<file path="src/design/cfpr_pkg.sv">
`timescale 1ns / 1ps

package cfpr_pkg;

	localparam int MAX_PAYLOAD_DEF = 64;
	localparam int HEADER_BYTES = 6;

	localparam logic [7:0] START_A = 8'hA5;
	localparam logic [7:0] START_B = 8'h5A;
	localparam logic [7:0] END_MARK = 8'h0D;
	localparam logic [15:0] CRC_POLY = 16'hA001;
	localparam logic [15:0] CRC_SEED = 16'hFFFF;

	localparam logic [7:0] VERSION_RESET = 8'd1;
	localparam logic [6:0] LIMIT_RESET = 7'd64;

	localparam logic REG_VERSION = 1'b0;
	localparam logic REG_LIMIT = 1'b1;

	localparam logic [1:0] ST_GOOD = 2'd0;
	localparam logic [1:0] ST_CRC = 2'd1;
	localparam logic [1:0] ST_BAD_END = 2'd2;
	localparam logic [1:0] ST_FORMAT = 2'd3;

	typedef struct packed {
		logic [7:0] expected_version;
		logic [6:0] length_limit;
	} cfpr_cfg_t;

	typedef struct packed {
		logic start;
		logic burst;
		logic [1:0] status;
		logic [7:0] kind;
		logic [15:0] seq;
		logic [6:0] len;
	} cfpr_done_t;

	function automatic logic [15:0] crc_feed(input logic [15:0] crc_in, input logic [7:0] b);
		logic [15:0] c;
		c = crc_in ^ {8'd0, b};
		for (int i = 0; i < 8; i++) begin
			if (c[0])
				c = (c >> 1) ^ CRC_POLY;
			else
				c = c >> 1;
		end
		return c;
	endfunction

endpackage

</file>
<file path="src/design/cfpr_if.sv">
`timescale 1ns / 1ps

interface cfpr_rx_if;
	logic valid;
	logic ready;
	logic [7:0] rx_data;
	modport source (output valid, output rx_data, input ready);
	modport sink (input valid, input rx_data, output ready);
endinterface

interface cfpr_res_if;
	logic valid;
	logic ready;
	logic [1:0] frame_status;
	logic [7:0] message_kind;
	logic [15:0] sequence_number;
	logic [6:0] frame_length;
	logic [5:0] byte_index;
	logic [7:0] payload_byte;
	logic has_payload;
	logic end_of_run;
	modport source (output valid, output frame_status, output message_kind,
		output sequence_number, output frame_length, output byte_index,
		output payload_byte, output has_payload, output end_of_run, input ready);
	modport sink (input valid, input frame_status, input message_kind,
		input sequence_number, input frame_length, input byte_index,
		input payload_byte, input has_payload, input end_of_run, output ready);
endinterface

interface cfpr_cfg_if;
	logic valid;
	logic ready;
	logic reg_index;
	logic [7:0] reg_data;
	modport source (output valid, output reg_index, output reg_data, input ready);
	modport sink (input valid, input reg_index, input reg_data, output ready);
endinterface

</file>
<file path="src/design/crc16_framed_packet_receiver.sv">
`timescale 1ns / 1ps

// Frame receiver: takes one received byte per cycle on rx while ready, hunting for
// A5 5A, then a six-byte header, payload, CRC-16/MODBUS and end byte 0D. Payload bytes
// go into a one-port-read payload memory; after a good end byte and CRC they are read
// back and delivered one result per byte, each read through the memory's registered
// read port and then registered into the result; a stall on res holds the next read.
// A status result (crc mismatch, bad end byte, header format error or empty good frame)
// is a single result without payload. rx.ready is low while any result of the last
// frame is still pending. Configuration writes on cfg are always ready.
module crc16_framed_packet_receiver #(
	parameter int MAX_PAYLOAD = cfpr_pkg::MAX_PAYLOAD_DEF
) (
	input logic clk,
	input logic arst_n,
	cfpr_rx_if.sink rx,
	cfpr_res_if.source res,
	cfpr_cfg_if.sink cfg
);

	import cfpr_pkg::*;

	localparam int AW = (MAX_PAYLOAD > 1) ? $clog2(MAX_PAYLOAD) : 1;

	cfpr_cfg_t cfg_q;
	cfpr_done_t done;
	logic busy;
	logic mem_we;
	logic [AW-1:0] mem_waddr;
	logic [7:0] mem_wdata;
	logic mem_re;
	logic [AW-1:0] mem_raddr;
	logic [7:0] mem_rdata;

	assign cfg.ready = 1'b1;

	always_ff @(posedge clk or negedge arst_n) begin
		if (!arst_n) begin
			cfg_q.expected_version <= VERSION_RESET;
			cfg_q.length_limit <= LIMIT_RESET;
		end else if (cfg.valid && cfg.ready) begin
			case (cfg.reg_index)
				REG_VERSION: cfg_q.expected_version <= cfg.reg_data;
				REG_LIMIT: cfg_q.length_limit <= cfg.reg_data[6:0];
				default: ;
			endcase
		end
	end

	cfpr_parser #(.MAX_PAYLOAD(MAX_PAYLOAD), .AW(AW)) u_parser (
		.clk(clk),
		.arst_n(arst_n),
		.rx(rx),
		.cfg_regs(cfg_q),
		.busy(busy),
		.done(done),
		.mem_we(mem_we),
		.mem_waddr(mem_waddr),
		.mem_wdata(mem_wdata)
	);

	cfpr_payload_ram #(.DEPTH(MAX_PAYLOAD), .AW(AW)) u_ram (
		.clk(clk),
		.we(mem_we),
		.waddr(mem_waddr),
		.wdata(mem_wdata),
		.re(mem_re),
		.raddr(mem_raddr),
		.rdata(mem_rdata)
	);

	cfpr_emitter #(.AW(AW)) u_emitter (
		.clk(clk),
		.arst_n(arst_n),
		.done(done),
		.busy(busy),
		.mem_re(mem_re),
		.mem_raddr(mem_raddr),
		.mem_rdata(mem_rdata),
		.res(res)
	);

endmodule

</file>
<file path="src/design/cfpr_payload_ram.sv">
`timescale 1ns / 1ps

module cfpr_payload_ram #(
	parameter int DEPTH = cfpr_pkg::MAX_PAYLOAD_DEF,
	parameter int AW = 6
) (
	input logic clk,
	input logic we,
	input logic [AW-1:0] waddr,
	input logic [7:0] wdata,
	input logic re,
	input logic [AW-1:0] raddr,
	output logic [7:0] rdata
);

	logic [7:0] mem [DEPTH];

	always_ff @(posedge clk) begin
		if (we)
			mem[waddr] <= wdata;
	end

	always_ff @(posedge clk) begin
		if (re)
			rdata <= mem[raddr];
	end

endmodule

</file>
<file path="src/design/cfpr_parser.sv">
`timescale 1ns / 1ps

module cfpr_parser #(
	parameter int MAX_PAYLOAD = cfpr_pkg::MAX_PAYLOAD_DEF,
	parameter int AW = 6
) (
	input logic clk,
	input logic arst_n,
	cfpr_rx_if.sink rx,
	input cfpr_pkg::cfpr_cfg_t cfg_regs,
	input logic busy,
	output cfpr_pkg::cfpr_done_t done,
	output logic mem_we,
	output logic [AW-1:0] mem_waddr,
	output logic [7:0] mem_wdata
);

	import cfpr_pkg::*;

	localparam logic [2:0] PH_SOF1 = 3'd0;
	localparam logic [2:0] PH_SOF2 = 3'd1;
	localparam logic [2:0] PH_HEADER = 3'd2;
	localparam logic [2:0] PH_PAYLOAD = 3'd3;
	localparam logic [2:0] PH_CRC_LO = 3'd4;
	localparam logic [2:0] PH_CRC_HI = 3'd5;
	localparam logic [2:0] PH_END = 3'd6;

	localparam logic [6:0] MAX_LEN = 7'(MAX_PAYLOAD);
	localparam logic [2:0] LAST_HDR = 3'(HEADER_BYTES - 1);

	logic [2:0] phase_q;
	logic [2:0] hcnt_q;
	logic [6:0] pcnt_q;
	logic [6:0] ptotal_q;
	logic [15:0] crc_q;
	logic [15:0] rcrc_q;
	logic [7:0] hdr0_q, hdr1_q, hdr2_q, hdr3_q, hdr4_q;

	logic fire;
	logic [7:0] b;
	logic [15:0] crc_next;
	logic [15:0] hlen;
	logic [6:0] limit;
	logic fmt_bad;
	logic [6:0] hlen_sat;
	logic [6:0] pcnt_inc;

	assign rx.ready = !busy;

	always_comb begin
		fire = rx.valid && rx.ready;
		b = rx.rx_data;
		crc_next = crc_feed(crc_q, b);
		hlen = {b, hdr4_q};
		limit = (cfg_regs.length_limit > MAX_LEN) ? MAX_LEN : cfg_regs.length_limit;
		fmt_bad = (hdr0_q != cfg_regs.expected_version) || (hlen > {9'd0, limit});
		hlen_sat = (hlen > 16'd127) ? 7'd127 : hlen[6:0];
		pcnt_inc = pcnt_q + 7'd1;
	end

	always_comb begin
		done = '0;
		done.kind = hdr1_q;
		done.seq = {hdr3_q, hdr2_q};
		done.len = ptotal_q;
		if (fire && phase_q == PH_HEADER && hcnt_q == LAST_HDR && fmt_bad) begin
			done.start = 1'b1;
			done.status = ST_FORMAT;
			done.len = hlen_sat;
		end else if (fire && phase_q == PH_END) begin
			done.start = 1'b1;
			if (b != END_MARK)
				done.status = ST_BAD_END;
			else if (crc_q != rcrc_q)
				done.status = ST_CRC;
			else begin
				done.status = ST_GOOD;
				done.burst = (ptotal_q != 7'd0);
			end
		end
	end

	assign mem_we = fire && (phase_q == PH_PAYLOAD);
	assign mem_waddr = pcnt_q[AW-1:0];
	assign mem_wdata = b;

	// header bytes
	always_ff @(posedge clk) begin
		if (fire && phase_q == PH_HEADER) begin
			case (hcnt_q)
				3'd0: hdr0_q <= b;
				3'd1: hdr1_q <= b;
				3'd2: hdr2_q <= b;
				3'd3: hdr3_q <= b;
				3'd4: hdr4_q <= b;
				default: ;
			endcase
		end
	end

	always_ff @(posedge clk or negedge arst_n) begin
		if (!arst_n) begin
			phase_q <= PH_SOF1;
			hcnt_q <= '0;
			pcnt_q <= '0;
			ptotal_q <= '0;
			crc_q <= CRC_SEED;
			rcrc_q <= '0;
		end else if (fire) begin
			case (phase_q)
				PH_SOF1: begin
					if (b == START_A)
						phase_q <= PH_SOF2;
				end
				PH_SOF2: begin
					if (b == START_B) begin
						phase_q <= PH_HEADER;
						crc_q <= CRC_SEED;
					end else if (b != START_A) begin
						phase_q <= PH_SOF1;
					end
					hcnt_q <= '0;
				end
				PH_HEADER: begin
					hcnt_q <= hcnt_q + 3'd1;
					crc_q <= crc_next;
					if (hcnt_q == LAST_HDR) begin
						if (fmt_bad) begin
							phase_q <= PH_SOF1;
							hcnt_q <= '0;
							pcnt_q <= '0;
							ptotal_q <= '0;
							crc_q <= CRC_SEED;
							rcrc_q <= '0;
						end else begin
							ptotal_q <= hlen[6:0];
							pcnt_q <= '0;
							phase_q <= (hlen == 16'd0) ? PH_CRC_LO : PH_PAYLOAD;
						end
					end
				end
				PH_PAYLOAD: begin
					pcnt_q <= pcnt_inc;
					crc_q <= crc_next;
					if (pcnt_inc >= ptotal_q)
						phase_q <= PH_CRC_LO;
				end
				PH_CRC_LO: begin
					rcrc_q <= {8'd0, b};
					phase_q <= PH_CRC_HI;
				end
				PH_CRC_HI: begin
					rcrc_q <= {b, rcrc_q[7:0]};
					phase_q <= PH_END;
				end
				default: begin
					phase_q <= PH_SOF1;
					hcnt_q <= '0;
					pcnt_q <= '0;
					ptotal_q <= '0;
					crc_q <= CRC_SEED;
					rcrc_q <= '0;
				end
			endcase
		end
	end

endmodule

</file>
<file path="src/design/cfpr_emitter.sv">
`timescale 1ns / 1ps

module cfpr_emitter #(
	parameter int AW = 6
) (
	input logic clk,
	input logic arst_n,
	input cfpr_pkg::cfpr_done_t done,
	output logic busy,
	output logic mem_re,
	output logic [AW-1:0] mem_raddr,
	input logic [7:0] mem_rdata,
	cfpr_res_if.source res
);

	import cfpr_pkg::*;

	logic out_valid_q;
	logic [1:0] status_q;
	logic [7:0] kind_q;
	logic [15:0] seq_q;
	logic [6:0] len_q;
	logic [5:0] idx_q;
	logic [7:0] byte_q;
	logic has_q;
	logic last_q;

	logic rd_active_q;
	logic rd_pend_q;
	logic [5:0] rd_idx_q;

	logic out_fire;
	logic issue;
	logic rd_last;

	always_comb begin
		out_fire = out_valid_q && res.ready;
		issue = rd_active_q && !rd_pend_q && (!out_valid_q || res.ready);
		rd_last = ({1'b0, rd_idx_q} + 7'd1) == len_q;
	end

	assign busy = rd_active_q || out_valid_q;
	assign mem_re = issue;
	assign mem_raddr = rd_idx_q[AW-1:0];

	assign res.valid = out_valid_q;
	assign res.frame_status = status_q;
	assign res.message_kind = kind_q;
	assign res.sequence_number = seq_q;
	assign res.frame_length = len_q;
	assign res.byte_index = idx_q;
	assign res.payload_byte = byte_q;
	assign res.has_payload = has_q;
	assign res.end_of_run = last_q;

	// result fields
	always_ff @(posedge clk) begin
		if (done.start) begin
			status_q <= done.status;
			kind_q <= done.kind;
			seq_q <= done.seq;
			len_q <= done.len;
			idx_q <= '0;
			byte_q <= '0;
			has_q <= 1'b0;
			last_q <= 1'b1;
		end else if (rd_pend_q) begin
			idx_q <= rd_idx_q;
			byte_q <= mem_rdata;
			has_q <= 1'b1;
			last_q <= rd_last;
		end
	end

	always_ff @(posedge clk or negedge arst_n) begin
		if (!arst_n) begin
			out_valid_q <= 1'b0;
			rd_active_q <= 1'b0;
			rd_pend_q <= 1'b0;
			rd_idx_q <= '0;
		end else begin
			if (out_fire)
				out_valid_q <= 1'b0;
			if (done.start) begin
				if (done.burst) begin
					rd_active_q <= 1'b1;
					rd_idx_q <= '0;
				end else begin
					out_valid_q <= 1'b1;
				end
			end else begin
				if (issue)
					rd_pend_q <= 1'b1;
				if (rd_pend_q) begin
					out_valid_q <= 1'b1;
					rd_pend_q <= 1'b0;
					rd_idx_q <= rd_idx_q + 6'd1;
					if (rd_last)
						rd_active_q <= 1'b0;
				end
			end
		end
	end

endmodule

</file>
<file path="src/flat_wrapper.sv">
// flat-port wrapper written by rule: the top's interface ports become plain ports
module crc16_framed_packet_receiver_flat import cfpr_pkg::*;
#(
	parameter int MAX_PAYLOAD = cfpr_pkg::MAX_PAYLOAD_DEF
)
  (clk, arst_n, rx_valid, rx_rx_data, rx_ready, res_valid, res_frame_status, res_message_kind, res_sequence_number, res_frame_length, res_byte_index, res_payload_byte, res_has_payload, res_end_of_run, res_ready, cfg_valid, cfg_reg_index, cfg_reg_data, cfg_ready);
  cfpr_rx_if rx_i ();
  cfpr_res_if res_i ();
  cfpr_cfg_if cfg_i ();
  input logic clk;
  input logic arst_n;
  input wire logic [$bits(rx_i.valid)-1:0] rx_valid;
  input wire logic [$bits(rx_i.rx_data)-1:0] rx_rx_data;
  output wire logic [$bits(rx_i.ready)-1:0] rx_ready;
  output wire logic [$bits(res_i.valid)-1:0] res_valid;
  output wire logic [$bits(res_i.frame_status)-1:0] res_frame_status;
  output wire logic [$bits(res_i.message_kind)-1:0] res_message_kind;
  output wire logic [$bits(res_i.sequence_number)-1:0] res_sequence_number;
  output wire logic [$bits(res_i.frame_length)-1:0] res_frame_length;
  output wire logic [$bits(res_i.byte_index)-1:0] res_byte_index;
  output wire logic [$bits(res_i.payload_byte)-1:0] res_payload_byte;
  output wire logic [$bits(res_i.has_payload)-1:0] res_has_payload;
  output wire logic [$bits(res_i.end_of_run)-1:0] res_end_of_run;
  input wire logic [$bits(res_i.ready)-1:0] res_ready;
  input wire logic [$bits(cfg_i.valid)-1:0] cfg_valid;
  input wire logic [$bits(cfg_i.reg_index)-1:0] cfg_reg_index;
  input wire logic [$bits(cfg_i.reg_data)-1:0] cfg_reg_data;
  output wire logic [$bits(cfg_i.ready)-1:0] cfg_ready;
  assign rx_i.valid = rx_valid;
  assign rx_i.rx_data = rx_rx_data;
  assign rx_ready = rx_i.ready;
  assign res_valid = res_i.valid;
  assign res_frame_status = res_i.frame_status;
  assign res_message_kind = res_i.message_kind;
  assign res_sequence_number = res_i.sequence_number;
  assign res_frame_length = res_i.frame_length;
  assign res_byte_index = res_i.byte_index;
  assign res_payload_byte = res_i.payload_byte;
  assign res_has_payload = res_i.has_payload;
  assign res_end_of_run = res_i.end_of_run;
  assign res_i.ready = res_ready;
  assign cfg_i.valid = cfg_valid;
  assign cfg_i.reg_index = cfg_reg_index;
  assign cfg_i.reg_data = cfg_reg_data;
  assign cfg_ready = cfg_i.ready;
  crc16_framed_packet_receiver #(.MAX_PAYLOAD(MAX_PAYLOAD)) u_core (.clk(clk), .arst_n(arst_n), .rx(rx_i), .res(res_i), .cfg(cfg_i));
endmodule
</file>
<file path="config.mk">
export PLATFORM = sky130hd
export DESIGN_NAME = crc16_framed_packet_receiver_flat
export DESIGN_NICKNAME = d
export VERILOG_FILES = /design/src/design/cfpr_pkg.sv /design/src/design/cfpr_if.sv /design/src/design/crc16_framed_packet_receiver.sv /design/src/design/cfpr_payload_ram.sv /design/src/design/cfpr_parser.sv /design/src/design/cfpr_emitter.sv /design/src/flat_wrapper.sv
export SDC_FILE = /design/constraint.sdc
export NUM_CORES = 1
export LEC_CHECK = 0
export BUFFER_PORTS_ARGS = -buffer_cell sky130_fd_sc_hd__clkbuf_2
export CELL_PAD_IN_SITES_DETAIL_PLACEMENT = 0
export CELL_PAD_IN_SITES_GLOBAL_PLACEMENT = 1
export CORE_MARGIN = 5
export CORE_UTILIZATION = 50
export CTS_CLUSTER_SIZE = 25
export DETAILED_ROUTE_END_ITERATION = 10
export PLACE_DENSITY = 0.72
export RECOVER_POWER = 25
export SYNTH_ARGS = -nofsm -noshare
export SYNTH_HDL_FRONTEND = slang
export SYNTH_SLANG_ARGS = --single-unit
</file>
<file path="constraint.sdc">
create_clock -name clk -period 8.82 [get_ports clk]
set_input_delay 0.441 -clock clk [delete_from_list [all_inputs] [get_ports clk]]
set_output_delay 0.441 -clock clk [all_outputs]
set_load 0.05 [all_outputs]
</file>
==> impl_metrics.yaml, run 1 <==
logic_synthesis:
  netlist_area_um2: 27200
  synthArstFlopShare_pct: 11.1
  ys_seq_elements: 685
  synthXorXnorAreaFrac_pct: 2.06
  synth_flop_cell: "edfxtp_1"
  ys_types: 59
  synth_adder_area_share_pct: 0.967
  syn_nets: 1449
  avgSynthCellArea_um2: 19.3
  synth_cells: 1406
  yosysMostFrequentCell: "edfxtp_1"
  ys_seq_area_share_pct: 73.8
  synth_edf_count: 593
  yosysTopAreaCellShare_pct: 65.5
  synth_common_cells: "edfxtp_1 (593), mux4_2 (164), nor2_1 (114)"
  synth_area_leaders: "edfxtp_1 (66%), mux4_2 (14%), dfrtp_1 (5.3%), dfstp_2 (1.7%), xnor2_1 (1.7%)"
  synth_mux_area_share_pct: 15.0
  synth_compound_area_share_pct: 2.51
  synth_top_area_cell: "edfxtp_1"
  synthSimpleGateAreaFrac_pct: 4.36
  synth_top_family_by_area: "multiplexers"
  yosys_warnings: 0
critical_path:
  cp_slowest_cell: "clkbuf_1"
  regToRegSetupSlack_ns: 4.91
  crit_family: "buffers and inverters"
  arrival_ns: 5.13
  r2r-start: "u_core.u_emitter.mem_raddr[0]"
  worstSetupPathType: "in -> reg"
  reg2reg_to: "u_core.u_ram.rdata[1]"
  worst_ep_required_time_ns: 9.02
  path_buf_inv: 2
  slowest_delay_ns: 2.46
  critPathMaxFanout: 75
  crit_chain: "clkbuf_2, clkbuf_1, nor4_1, nand3_1, or3_4, o2111ai_4, nand2_2"
  end_kind: "flop"
  cp-start-kind: "input pin"
  reg2reg_depth: 7
clocking:
  cts.htree.levels: 3
  root_buffer: "clkbuf_16"
  post-cts-setup-buffers: 0
  cts_tree: "yes"
  clk_pin_slew_worst_paths_ns: 0.06
  insertion_delay_ns: 0.59
  cts_buffers: 69
  cts_resized: 0
  clk_path_buf_depth: 3
  clock-sinks: 685
  hold_buffers: 0
route:
  ant_nets: 0
  drt_iter0_drc: 1280
  detail_route.first_pass.iterations: 5
  vias: 13400
  drcViolationCount: 0
  vias_per_cell: 5.94
  wirelength_um: 59500
  wire_per_inst_um: 26.4
layout:
  utilization_pct: 56.7
  antenna_cells: 0
  layout.nets: 1549
  area_growth_pct: 12.2
  final_area_um2: 30500
  drive_above_1_share_pct: 25.9
floorplanning:
  start_util_pct: 50.5
  fp-row-count: 85
  die_h_um: 243
  fp.coreArea_um2: 53800
  die-area_um2: 59100
  die_w_um: 243
  ioPinCount: 74
global_route:
  grt_overflow: 0
  antenna_found_initial: 2
  grt_pass1_wl_um: 89400
  grt_pass1_vias: 13700
  grt.total_usage_pct: 20.2
  grt_max_degree: 77
min_path:
  min_from: "cfg_reg_data[7]"
  min_to: "u_core.cfg_q[14]"
  hold_depth: 2
  hp-class: "in -> reg"
power:
  ir_drop_uv: 142
  clkPwrFrac_pct: 42.7
  p_comb_share_pct: 4.0
  p_leak_nw: 10.1
  power_density_nw_per_um2: 221
  internal_power_mw: 5.36
  p_seq_share_pct: 53.3
  p_sw_share_pct: 20.7
  switching_power_mw: 1.40
run_status:
  outcome: "finished, violations left"
  failed_checks: "capacitance limit, slew limit"
place:
  gp_congestion: 0.791
  dp.final_hpwl_um: 36000
  portBuffers: 72
  placed_area_um2: 28300
timing:
  worstMarginPinSlew_ns: 4.14
  skew_ns: 0.0224
  slew_violations: 375
  finalHoldViolCount: 0
  post-route-period-util_pct: 55.9
  max_freq_mhz: 203
  rsz0062_at_grt: "no"
  slew_headroom_pct: -176
  finalCriticalPeriod_ns: 4.93
  final.setup.tns_ns: 0
  setup_viol: 0
flow_run:
  max-cap-violations: 6
## per-layer routing
layer | track usage (%) | vias up | share of wire, %
li1 | - | 5830 | -
met1 | 28.9 | 7069 | 43
met2 | 33.0 | 399 | 50
met3 | 3.63 | 88 | 5.0
met4 | 5.02 | 0 | 2.3
met5 | 0 | - | 0
## placed cells by master (no fill, tap or decap), drive strengths merged, types with 2 or more instances in the layout
cell,instances
a211oi,6
a21o,7
a21oi,19
a22o,19
a31oi,2
and3,10
buf,20
bufinv,6
clkbuf,159
clkinv,27
clkinvlp,2
dfrtp,58
dfstp,18
dfxtp,16
edfxtp,593
ha,21
inv,20
mux2,17
mux2i,18
mux4,164
nand2,52
nand2b,3
nand3,32
nand3b,4
nand4,11
nor2,115
nor2b,12
nor3,5
nor4,5
o2111ai,2
o21ai,27
o22a,7
o311ai,2
or3,2
xnor2,53
xor2,11
## power groups by stage
stage	Clock (mW)	Sequential [mW]	Combinational [mW]
6_report	2.88	3.60	0.270
3_3_place_gp	0	3.66	0.266
3_5_place_dp	0	3.66	0.270
2_1_floorplan	0	3.65	0.178
5_1_grt	3.08	3.60	0.296
4_1_cts	2.94	3.60	0.273
## flip-flops by register name, summed over array words and instances (netlist names), 6 cells and up
| register | flops |
|---|---|
| u_core.u_parser.hdr2_q | 8 |
| u_core.u_parser.hdr3_q | 8 |
| u_core.u_parser.pcnt_q | 7 |
| u_core.u_emitter.res.sequence_number | 16 |
| u_core.u_emitter.mem_raddr | 6 |
| u_core.u_emitter.res.byte_index | 6 |
| u_core.u_parser.hdr4_q | 8 |
| u_core.u_ram.rdata | 8 |
| u_core.cfg_q | 15 |
| u_core.u_parser.crc_q | 16 |
| u_core.u_parser.ptotal_q | 7 |
| u_core.u_emitter.res.payload_byte | 8 |
| u_core.u_parser.rcrc_q | 16 |
| u_core.u_parser.hdr1_q | 8 |
| u_core.u_emitter.res.frame_length | 7 |
| u_core.u_ram.mem | 512 |
| u_core.u_emitter.res.message_kind | 8 |
| u_core.u_parser.hdr0_q | 8 |
## final cells by class
| class | count | area (µm²) |
|---|---|---|
| sequential | 685 | 20100 |
| tap | 696 | 871 |
| inverter | 18 | 67.6 |
| clock inverter | 37 | 372 |
| timing repair buffer | 93 | 500 |
| clock buffer | 86 | 1860 |
| fill | 4032 | 23300 |
| multi-input combinational | 639 | 6770 |
## logic make-up after synthesis
family          count (synthesis)
flops                         685
xor+xnor                       64
simple gates                  257
buf+inv                        82
fa+ha+maj                      21
compound gates                 97
other cells                     1
mux                           199
## worst max-delay path by stage
| stage | start | to | cells past startpoint |
|---|---|---|---|
| final | rx_rx_data[0] | u_core.u_emitter.res.message_kind[6] | 7 |
| after global routing | rx_rx_data[3] | u_core.u_parser.crc_q[11] | 8 |
| after CTS | u_core.u_emitter.mem_raddr[0] | u_core.u_ram.rdata[1] | 7 |
| after detailed placement | u_core.u_emitter.mem_raddr[0] | u_core.u_ram.rdata[1] | 7 |
| after global placement | u_core.u_emitter.mem_raddr[0] | u_core.u_ram.rdata[7] | 7 |
| after floorplan | u_core.u_emitter.res.valid | u_core.u_ram.mem[55][0] | 5 |
## metrics by stage
| step | power, mW | instances | hold WS (ns) | setup slack [ns] |
|---|---|---|---|---|
| after floorplan | 3.83 | 1406 | 0.145 | 5.76 |
| after global placement | 3.93 | 2131 | 0.401 | 4.87 |
| after detailed placement | 3.93 | 2131 | 0.405 | 4.77 |
| after CTS | 6.80 | 2254 | 0.0263 | 4.78 |
| after global routing | 6.98 | 2254 | 0.0667 | 3.49 |
| final | 6.75 | 2254 | 0.0837 | 3.89 |
## worst register-to-register path, delay by kind of cell, from the launching register on
family	cells	cell delay, ns
multiplexers	2	1.07
buffers and inverters	2	1.28
AND/OR/NAND/NOR	1	0.14
AO/OA/AOI/OAI	2	0.38
flip-flops	1	0.76
Power figures use the tool's default switching activity.
==> run 2: changes to the inputs <==
--- a/config.mk
+++ b/config.mk
@@ -5,14 +5,15 @@
 export SDC_FILE = /design/constraint.sdc
 export NUM_CORES = 1
 export LEC_CHECK = 0
+export ABC_AREA = 1
 export BUFFER_PORTS_ARGS = -buffer_cell sky130_fd_sc_hd__clkbuf_2
 export CELL_PAD_IN_SITES_DETAIL_PLACEMENT = 0
 export CELL_PAD_IN_SITES_GLOBAL_PLACEMENT = 1
 export CORE_MARGIN = 5
-export CORE_UTILIZATION = 50
+export CORE_UTILIZATION = 46
 export CTS_CLUSTER_SIZE = 25
 export DETAILED_ROUTE_END_ITERATION = 10
-export PLACE_DENSITY = 0.72
+export PLACE_DENSITY = 0.74
 export RECOVER_POWER = 25
 export SYNTH_ARGS = -nofsm -noshare
 export SYNTH_HDL_FRONTEND = slang
==> constraint.sdc (replaced) <==
create_clock -name clk -period 4 [get_ports clk]
set_input_delay 0.2 -clock clk [delete_from_list [all_inputs] [get_ports clk]]
set_output_delay 0.2 -clock clk [all_outputs]
set_load 0.05 [all_outputs]
==> run 2 against run 1 <==
Compared with the run above: the run still ends with capacitance limit, slew limit left; utilization decreased by 4.3 points; die area increased by 12%; final area is 4.1% higher; hold slack gained 0.047 ns; total power increased to 3.2 times the previous value; global-route usage up 2.8 points; first-iteration DRC count is 51% higher; clock power up 130%; area after synthesis rose by 3.9%; synthesized cell count up 71%; via count up 41%; highest routed layer unchanged.
==> impl_metrics.yaml, run 2 <==
layout:
  layout_commonest_cell: "edfxtp_1"
  final_cell_count_no_fill: 3305
  antenna_cells: 0
  layout.nets: 2509
  area_growth_pct: 12.5
  most-common-layout-cells: "edfxtp_1 (593), nor2_1 (398), o21ai_0 (360)"
  utilization_pct: 52.4
  largest_reg_flops: 512
  regMostFlops: "u_core.u_ram.mem"
  drive_above_1_share_pct: 10.5
  final_area_um2: 31800
route:
  wire_per_inst_um: 23.6
  wirelength_um: 77800
  wl_met2_um: 37300
  met1Wirelength_um: 32000
  detail_route.first_pass.iterations: 6
  vias: 18900
  drt_iter0_drc: 1932
  ant_nets: 0
  drcViolationCount: 0
  highest_layer: "met4"
  vias_per_cell: 5.73
  wl_met3_um: 5590
critical_path:
  critPathMaxFanout: 51
  cp_slowest_cell: "clkbuf_1"
  slowest_delay_ns: 2.25
  arrival_ns: 3.05
  cp-start-kind: "input pin"
  worstSetupPathType: "in -> reg"
  end_kind: "flop"
  worst_ep_required_time_ns: 3.95
  cpMostUsedCell: "clkbuf_1"
  crit_family: "buffers and inverters"
  crit_chain: "clkbuf_1, clkbuf_1"
  path_buf_inv: 2
flow_run:
  max-cap-violations: 7
floorplanning:
  start_util_pct: 46.6
  fp-row-count: 90
  fp.coreArea_um2: 60600
  ioPinCount: 74
  die-area_um2: 66400
  die_w_um: 258
  die_h_um: 258
clocking:
  clock-sinks: 685
  cts_buffers: 71
  clk_pin_slew_worst_paths_ns: 0.06
  cts.htree.levels: 3
  insertion_delay_ns: 0.61
  root_buffer: "clkbuf_16"
  post-cts-setup-buffers: 0
  cts_tree: "yes"
  clk_path_buf_depth: 3
place:
  placed_area_um2: 29300
  dp.final_hpwl_um: 49400
  portBuffers: 72
  post-place-ws_ns: 1.01
  dp.cells: 3164
  gp_congestion: 0.861
logic_synthesis:
  netlist_area_um2: 28200
  syn_nets: 2449
  synth_area_leaders: "edfxtp_1 (63%), o21ai_0 (6.4%), nor2_1 (5.3%), dfrtp_1 (5.1%), nand2_1 (4.3%)"
  ys_types: 44
  yosysMostFrequentCell: "edfxtp_1"
  synth_common_cells: "edfxtp_1 (593), nor2_1 (398), o21ai_0 (360)"
  synth_top_area_cell: "edfxtp_1"
  synth_flop_cell: "edfxtp_1"
  yosysTopAreaCellShare_pct: 63.1
  avgSynthCellArea_um2: 11.7
  synth_edf_count: 593
  yosys_warnings: 0
  synth_cells: 2406
  ys_seq_elements: 685
  synthArstFlopShare_pct: 11.1
  ys_seq_area_share_pct: 71.0
power:
  p_total_mw: 21.4
  ir_drop_uv: 317
  p_leak_nw: 11.3
  power_density_nw_per_um2: 673
global_route:
  grt_pass1_wl_um: 116000
  grt.total_usage_pct: 23.0
  antenna_found_initial: 0
  grt_pass1_vias: 18700
  grt_overflow: 0
  grt_max_degree: 166
timing:
  slew_violations: 350
  max_freq_mhz: 322
  post-route-period-util_pct: 77.6
  final.setup.tns_ns: 0
  finalCriticalPeriod_ns: 3.10
  hold_slack_ns: 0.131
  skew_ns: 0.0308
  fin_ws_ns: 0.898
  slew_headroom_pct: -108
  finalHoldViolCount: 0
  setup_viol: 0
  rsz0062_at_grt: "no"
  worstMarginPinSlew_ns: 3.12
run_status:
  outcome: "finished, violations left"
  failed_checks: "capacitance limit, slew limit"
min_path:
  hp-class: "in -> reg"
[run 2: cell types whose count changed in the layout (fill, tap and decap cells not counted), sizes merged, moves of 16 or more]
cell,before,now
o22ai,1,149
inv,20,111
a22o,19,0
o21ai,27,395
mux2i,18,0
mux2,17,1
nor2,115,409
xnor2,53,18
a21oi,19,39
nand2,52,326
mux4,164,0
nand3,32,59
[run 2: path summary, 6_finish.rpt]
kind,from,endpoint,slack (ns),cells after the start
worst max-delay path,rx_rx_data[1],u_core.u_ram.mem[47][1],0.90,2
worst min-delay path,cfg_valid,u_core.cfg_q[6],0.13,3
worst max register to register,u_core.u_emitter.rd_active_q,u_core.u_ram.mem[38][0],0.98,7
worst min register to register,u_core.u_parser.hdr2_q[0],u_core.u_emitter.res.sequence_number[0],0.41,0
max in group asynchronous,arst_n,u_core.u_emitter.mem_raddr[0],1.88,2
min in group asynchronous,arst_n,u_core.u_parser.hcnt_q[2],0.70,2
[run 2: metal layers]
layer	global-route usage, %	vias up
met5	0	-
li1	-	8699
met4	8.37	0
met2	37.9	800
met1	30.8	9282
met3	4.68	152
[run 2: final cells by class]
type	count	area (µm²)
Tap cell	782	978
Clock buffer	90	1930
Clock inverter	40	458
Multi-Input combinational cell	1481	7190
Sequential cell	685	20100
Inverter	112	429
Fill cell	5198	28800
Timing Repair Buffer	115	707
[run 2: timing repair]
item | CTS | global route
endpoints found under the hold margin | 76 | 0
setup endpoints to repair | 0 | 0
hold buffers | 11 | 0
gates resized for setup | 0 | 0
[run 2: report_power, final]
part | switching [mW] | internal, mW | total (mW)
Sequential | 0.304 | 8.14 | 8.44
Clock | 2.73 | 4.02 | 6.75
Combinational | 4.48 | 1.68 | 6.17
[run 2: logic make-up after synthesis]
family	count (synthesis)	share of synthesized area (%)
compound gates	591	11.2
xor+xnor	36	1.12
fa+ha+maj	21	0.930
buf+inv	240	3.52
flops	685	71.0
mux	1	0.0399
other cells	1	0.0133
simple gates	831	12.2
==> run 3: changes to the inputs <==
==> constraint.sdc (replaced) <==
create_clock -name clk -period 2.8 [get_ports clk]
set_input_delay 0.14 -clock clk [delete_from_list [all_inputs] [get_ports clk]]
set_output_delay 0.14 -clock clk [all_outputs]
set_load 0.05 [all_outputs]
==> run 3 against run 2 <==
Compared with the run above: global-route usage fell by 0.71 points; hold slack got worse by 0.11 ns; clock power increased by 37%; non-clock buffer count rose by 97; setup slack worse by 0.65 ns; critical path depth increased by 8; die area unchanged; flip-flop and latch count stayed put; the flow still finishes with violations (capacitance limit, slew limit).
==> impl_metrics.yaml, run 3 (synthesis gave the netlist of run 2 again) <==
route:
  wire_per_inst_um: 22.1
  ant_nets: 0
  vias_per_cell: 5.61
  detail_route.first_pass.iterations: 5
  drt_iter0_drc: 1684
  drcViolationCount: 0
  vias: 19100
  wirelength_um: 75000
timing:
  final.setup.tns_ns: 0
  worstMarginPinSlew_ns: 2.27
  setup_viol: 0
  max_freq_mhz: 392
  hold_slack_ns: 0.0215
  post-route-period-util_pct: 91.0
  fin_ws_ns: 0.251
  skew_ns: 0.0315
  finalCriticalPeriod_ns: 2.55
  slew_violations: 128
  slew_headroom_pct: -51.5
  finalHoldViolCount: 0
critical_path:
  worstSetupStartpoint: "u_core.u_parser.phase_q[2]"
  cp_slowest_cell: "dfrtp_1"
  worstSetupPathType: "reg -> reg"
  slowest_delay_ns: 0.48
  worst_ep_required_time_ns: 3.11
  arrival_ns: 2.86
  path_buf_inv: 4
  end_kind: "flop"
  crit_chain: "nor2_2, inv_2, nor2_2, inv_2, nor2_2, inv_2, nor2_4, nand3_2, nor2_1, buf_4"
  r2r-start: "u_core.u_parser.phase_q[2]"
  crit_family: "simple AND/OR/NAND/NOR gates"
  critPathMaxFanout: 8
  cp-start-kind: "flop"
power:
  p_leak_nw: 11.8
  p_seq_share_pct: 39.8
  ir_drop_uv: 535
  switching_power_mw: 10.7
  p_sw_share_pct: 35.4
  internal_power_mw: 19.6
  clkPwrFrac_pct: 30.4
  p_comb_share_pct: 29.7
  power_density_nw_per_um2: 930
floorplanning:
  ioPinCount: 74
  fp.coreArea_um2: 60600
  die_h_um: 258
  start_util_pct: 46.6
  die_w_um: 258
  die-area_um2: 66400
  fp-row-count: 90
global_route:
  grt_pass1_wl_um: 115000
  grt_pass1_vias: 18500
  antenna_found_initial: 1
  grt_overflow: 0
  grt.total_usage_pct: 22.3
  grt_max_degree: 89
place:
  post-place-ws_ns: 0.177
  gp_congestion: 0.850
  portBuffers: 72
  dp.final_hpwl_um: 46800
layout:
  n_fill_cell: 5129
  area_growth_pct: 15.3
  drive_above_1_share_pct: 13.4
  largest_reg_flops: 512
  layout.nets: 2606
  most-common-layout-cells: "edfxtp_1 (593), nor2_1 (397), o21ai_0 (359)"
  layout_commonest_cell: "edfxtp_1"
  antenna_cells: 0
  utilization_pct: 53.7
  regMostFlops: "u_core.u_ram.mem"
clocking:
  insertion_delay_ns: 0.62
  cts_tree: "yes"
  clk_path_buf_depth: 3
  cts.htree.levels: 3
  clock-sinks: 685
  cts_buffers: 71
  root_buffer: "clkbuf_16"
  clk_pin_slew_worst_paths_ns: 0.06
min_path:
  hp-class: "in -> reg"
  min_from: "rx_valid"
run_status:
  outcome: "finished, violations left"
  failed_checks: "capacitance limit, slew limit"
flow_run:
  max-cap-violations: 3
run 3: path summary, 6_finish.rpt:
path                       cells past startpoint  slack, ns                              endpoint
setup / recovery                              10       0.25                u_core.u_ram.mem[3][1]
hold / removal                                 5       0.02             u_core.u_parser.pcnt_q[1]
setup reg to reg                              10       0.25                u_core.u_ram.mem[3][1]
hold reg to reg                                0       0.41  u_core.u_emitter.res.message_kind[2]
max in group asynchronous                      2       1.01         u_core.u_emitter.mem_raddr[0]
min in group asynchronous                      2       0.54         u_core.u_emitter.mem_raddr[5]
run 3: metal layers:
layer / GRT usage, % / share of wire, % / wire, µm / vias up
li1: - / - / - / 8878
met2: 37.1 / 49 / 36600 / 661
met3: 2.54 / 5.8 / 4350 / 135
met5: 0 / 0 / 0 / -
met1: 31.2 / 42 / 31900 / 9413
met4: 7.13 / 2.9 / 2210 / 0
run 3: area by class of cell:
type / count / area [µm²] / share of cell area [%]
inverters: 112 / 440 / 1.35
repair buffers: 212 / 1580 / 4.86
flip-flops and latches: 685 / 20100 / 61.6
clock inverters: 39 / 367 / 1.13
well taps: 782 / 978 / 3.00
multi-input cells: 1481 / 7230 / 22.2
clock buffers: 90 / 1900 / 5.83
run 3: stage by stage:
stage	power, mW	area (µm²)	std cells
6_report	30.3	32600	3401
5_1_grt	31.8	32600	3401
4_1_cts	30.5	32500	3400
3_5_place_dp	21.2	30100	3256
3_3_place_gp	21.1	30100	3256
2_1_floorplan	18.0	28200	2406
run 3: power groups by stage:
stage / registers (mW) / clock network, mW / logic (mW)
finish: 12.1 / 9.22 / 9.01
global route: 12.1 / 9.81 / 9.92
CTS: 12.1 / 9.38 / 9.03
detailed placement: 12.3 / 0 / 8.94
global placement: 12.3 / 0 / 8.84
floorplan: 12.4 / 0 / 5.60
run 3: timing repair:
item / 4_1_cts / 5_1_grt
setup buffers: 0 / 1
setup endpoints to repair: 0 / 69
hold buffers: 15 / 0
endpoints found under the hold margin: 105 / 0
resized for setup: 0 / 11
run 3: worst min-delay path: cells and delay by family:
kind	cells	cell delay [ns]
AOI/OAI and AO/OA	1	0.06
buffers and inverters	1	0.08
and+or+nand+nor	3	0.30
